**config.mk**
```make
export PLATFORM = sky130hd
export DESIGN_NAME = spod_sqacc
export DESIGN_NICKNAME = d
export VERILOG_FILES = /design/src/rtl/spod_pkg.sv /design/src/rtl/spod_sqacc.sv
export SDC_FILE = /design/constraint.sdc
export NUM_CORES = 1
export LEC_CHECK = 0
export ABC_AREA = 1
export ABC_CLOCK_PERIOD_IN_PS = 12300
export BUFFER_PORTS_ARGS = -buffer_cell sky130_fd_sc_hd__buf_2
export CAP_MARGIN = 15
export CORE_MARGIN = 1
export CORE_UTILIZATION = 55
export DETAILED_ROUTE_END_ITERATION = 12
export PLACE_DENSITY_LB_ADDON = 0.08
export SLEW_MARGIN = 20
export SYNTH_ARGS = -nofsm -noshare
export SYNTH_HDL_FRONTEND = slang
export SYNTH_SLANG_ARGS = --single-unit
export TNS_END_PERCENT = 50
```
**constraint.sdc**
```tcl
create_clock -name clk -period 12.3 [get_ports clk]
set_input_delay 3.69 -clock clk [delete_from_list [all_inputs] [get_ports clk]]
set_output_delay 3.69 -clock clk [all_outputs]
set_load 0.01 [all_outputs]
```
**src/rtl/spod_pkg.sv**
```systemverilog
// Shared types and constants for the sphere pair overlap detector.
// No dependencies.
package spod_pkg;

  localparam int MAX_BODIES_DEF = 64;
  localparam int COORD_BITS_DEF = 16;

  localparam int IDX_W       = 6;   // body index fields
  localparam int CNT_W       = 7;   // body_count register
  localparam int MAX_RESULTS = 63;  // pair cap per scan
  localparam int RES_W       = $clog2(MAX_RESULTS + 1);

  localparam logic KIND_LOAD = 1'b0;
  localparam logic KIND_SCAN = 1'b1;

  // Control of the shared square/accumulate unit
  typedef struct packed {
    logic sq_en;     // register operand squared
    logic acc_load;  // acc <= product
    logic acc_add;   // acc <= acc + product
  } sq_ctrl_t;

endpackage

```
**src/rtl/spod_sqacc.sv**
```systemverilog
// Shared squaring unit with accumulator for the overlap detector.
// Depends on spod_pkg (sq_ctrl_t).
module spod_sqacc #(
  parameter int OW = spod_pkg::COORD_BITS_DEF + 1
) (
  input  logic              clk,
  input  spod_pkg::sq_ctrl_t ctrl,
  input  logic [OW-1:0]     operand,
  output logic [2*OW-1:0]   sq_prod,
  output logic [2*OW-1:0]   sq_acc
);

  logic [2*OW-1:0] prod_r;
  logic [2*OW-1:0] acc_r;

  always_ff @(posedge clk) begin
    if (ctrl.sq_en) begin
      prod_r <= (2*OW)'(operand) * (2*OW)'(operand);
    end
    if (ctrl.acc_load) begin
      acc_r <= prod_r;
    end else if (ctrl.acc_add) begin
      acc_r <= acc_r + prod_r;   // three squares fit in 2*OW bits
    end
  end

  assign sq_prod = prod_r;
  assign sq_acc  = acc_r;

endmodule

```
==> qor.csv <==
stage;metric;value;unit
logic_synthesis;sequential fraction of the synthesis area;15.15;%
detailed_routing;1st-iter DRT viols;520;
floorplan;Die Area;0.02477;mm^2
worst_setup_path;critical path type;in2reg;
sta;Worst-Margin Slew;0.9802;ns
global_route;initial antenna violation count;0;
logic_synthesis;leading area contributor after synthesis;fa_1;
logic_synthesis;Mapped Nets;2084;
sta;Max Slew Vio Count;0;
floorplan;Core ar.;0.02354;mm^2
worst_setup_path;Worst Setup EP;sq_prod[25]$_DFFE_PP_;
worst_setup_path;FF-to-FF setup slack;9.95;ns
logic_synthesis;mapped cell area;0.01328;mm^2
global_route;largest net degree at the start of global routing;44;
sta;Rel. slew slack;34.25;%
detailed_routing;drt pass-1 iters;4;
sta;Fmax;0.1133;GHz
logic_synthesis;syn_area_per_cell;7.672;um^2
detailed_routing;Antenna Nets Post-Route;0;
global_route;overall routing resource usage;26.99;%
cells_and_area;share of cells above drive strength 1;7.430;%
sta;clk_skew;0.01794;ns
placed_design;dpl cells;2094;
cells_and_area;NumNets Final;2139;
logic_synthesis;Yosys reg bits;67;
global_route;Overflow after GRT;0;
detailed_routing;Top Metal Used;met4;
floorplan;chip height;157.4;um
detailed_routing;M1 WL;13900;um
worst_setup_path;Arr. time, crit path;8.90;ns
sta;Worst Hold Slack;0.6039;ns
worst_hold_path;type of the worst min-delay path;reg2reg;
placed_design;I/O Buffers;87;
placed_design;dpl hpwl;26340;um
floorplan;I/O pins;89;
cells_and_area;fillers;2231;
clock_network;clock slew at reported path FFs;0.06;ns
detailed_routing;Post-Route WL;31010;um
cells_and_area;ant diodes;0;
flow_run;Max Cap Viol;0;
sta;Post-Route Setup TNS;0;ns
logic_synthesis;YS warnings;0;
global_route;number of global-route vias before repair;10810;
clock_network;Clock Tree Buf Depth;2;
clock_network;Sink Count;67;
placed_design;routability cong.;0.9687;
cells_and_area;most frequent cells in the layout;nand2_1, inv_1, fa_1, ha_1, buf_2;
detailed_routing;DR vias;10630;
worst_setup_path;Worst Setup SP;operand[7];
detailed_routing;drc violations;0;
clock_network;clk_lat worst skew;0.34;ns
cells_and_area;post-layout util;60.69;%
detailed_routing;Detail Route met2 WL;14910;um
clock_network;CTS Hold Bufs;0;
floorplan;row count;56;
detailed_routing;routed wl met3;1470;um
sta;min Tclk post-route;8.825;ns
detailed_routing;DR WL/cell;14.70;um
worst_setup_path;Worst R2R Start;sq_prod[15]$_DFFE_PP_;
clock_network;TritonCTS clock tree;built;
outcome;status;finished clean;
cells_and_area;commonest non-fill, non-tap cell in the layout;nand2_1;
worst_setup_path;worst-case reg-to-reg path depth;10;
sta;final hold violations;0;
global_route;first-pass GRT wire length;52050;um
sta;RSZ-0062 raised after global routing;no;
clock_network;H-tree depth;3;
clock_network;Num CTS Buffers;9;
detailed_routing;routed vias/inst;5.040;
worst_setup_path;Crit Reg-Reg Endpoint;sq_acc[17]$_DFFE_PP_;
clock_network;number of setup buffers added after CTS;0;
cells_and_area;area delta synth->final;7.594;%
logic_synthesis;cell count after synthesis;1731;
worst_setup_path;Setup crit start kind;primary input;
logic_synthesis;Yosys top cell area share;28.64;%
floorplan;Initial Util;56.41;%
worst_setup_path;CP max FO;17;
cells_and_area;Non-Filler Instances;2109;
floorplan;die width;157.4;um
worst_setup_path;Worst Setup End Kind;flop;
logic_synthesis;top post-synthesis cells by area;fa_1, edfxtp_1, ha_1;
sta;Tcrit/Tclk final;71.75;%
worst_setup_path;WP data required;12.37;ns
sta;Final Setup Violations;0;
logic_synthesis;Netlist cell types;39;
clock_network;Post-CTS Resized;0;
clock_network;Root Buffer;clkbuf_16;
==> cell usage after synthesis (all sizes together) <==
library cell / count
clkbuf: 40
ha: 142
xnor2: 17
or2: 12
a31oi: 1
edfxtp: 67
a21o: 4
buf: 3
inv: 444
o21ai: 34
o21bai: 14
nor3: 12
nor4: 4
o21a: 4
nor2: 88
a21boi: 2
conb: 1
fa: 190
clkinv: 1
nand3b: 8
nand4: 5
xor2: 22
and3: 1
a21oi: 70
nand3: 71
nand2: 474
==> stage by stage <==
step | area, um^2 | worst slack, ns
after floorplan | 13280 | 3.445
after global routing | 14290 | 3.112
after CTS | 14290 | 3.476
after global placement | 13950 | 3.220
final | 14290 | 3.475
after detailed placement | 13950 | 3.125
==> metal layers <==
metal / track usage, % / vias to the layer above
li1: - / 5298
met1: 34.76 / 5044
met2: 47.22 / 240
met3: 3.084 / 47
met4: 8.692 / 0
met5: 0 / -
==> worst min path at each step <==
stage | startpoint | to | cells after the start
global placement | sq_prod[3]$_DFFE_PP_ | sq_acc[3]$_DFFE_PP_ | 2
floorplan | sq_prod[32]$_DFFE_PP_ | sq_acc[32]$_DFFE_PP_ | 2
CTS | sq_prod[20]$_DFFE_PP_ | sq_acc[20]$_DFFE_PP_ | 2
finish | sq_prod[2]$_DFFE_PP_ | sq_acc[2]$_DFFE_PP_ | 2
detailed placement | sq_prod[2]$_DFFE_PP_ | sq_acc[2]$_DFFE_PP_ | 2
global route | sq_prod[0]$_DFFE_PP_ | sq_acc[0]$_DFFE_PP_ | 2
==> worst max-delay path, cell delays in order <==
cell and delay, ns:
buf_2 0.34, nand2_1 0.14, fa_1 0.60, inv_1 0.07, fa_1 0.51, inv_1 0.06
fa_1 0.53, inv_1 0.05, fa_1 0.46, fa_1 0.49, inv_1 0.05, fa_1 0.47
inv_1 0.04, ha_1 0.35, nand2_1 0.14, o21ai_0 0.33, a21oi_1 0.09, a21boi_0 0.28
nor2_1 0.07, nand2_1 0.06, nand2_1 0.07
==> sequential cells by signal (all words and copies together), names as in the netlist <==
| register | count |
|---|---|
| sq_acc | 34 |
| sq_prod | 33 |
==> final cells by class <==
class	instances	area [um^2]	share of cell area, %
Clock buffer	9	225.2	1.576
Inverter	445	1670	11.69
Clock inverter	6	115.1	0.8056
Tap cell	319	399.1	2.793
Timing Repair Buffer	87	435.4	3.047
Multi-Input combinational cell	1176	9432	66.01
Sequential cell	67	2012	14.08
==> cell families after synthesis <==
kind of cell               count (synthesis)  synth area share, %
and+or+nand+nor                          675                20.93
DFF                                       67                15.15
xor gates and xnor gates                  39                2.572
AOI/OAI and AO/OA                        129                5.465
adders and majority gates                332                42.02
buffers and inverters                    488                13.83
other                                      1              0.02824
Power is left out: the tool's default activity adds up to more than one toggle a clock period on the data nets, which glitch-free logic cannot reach.
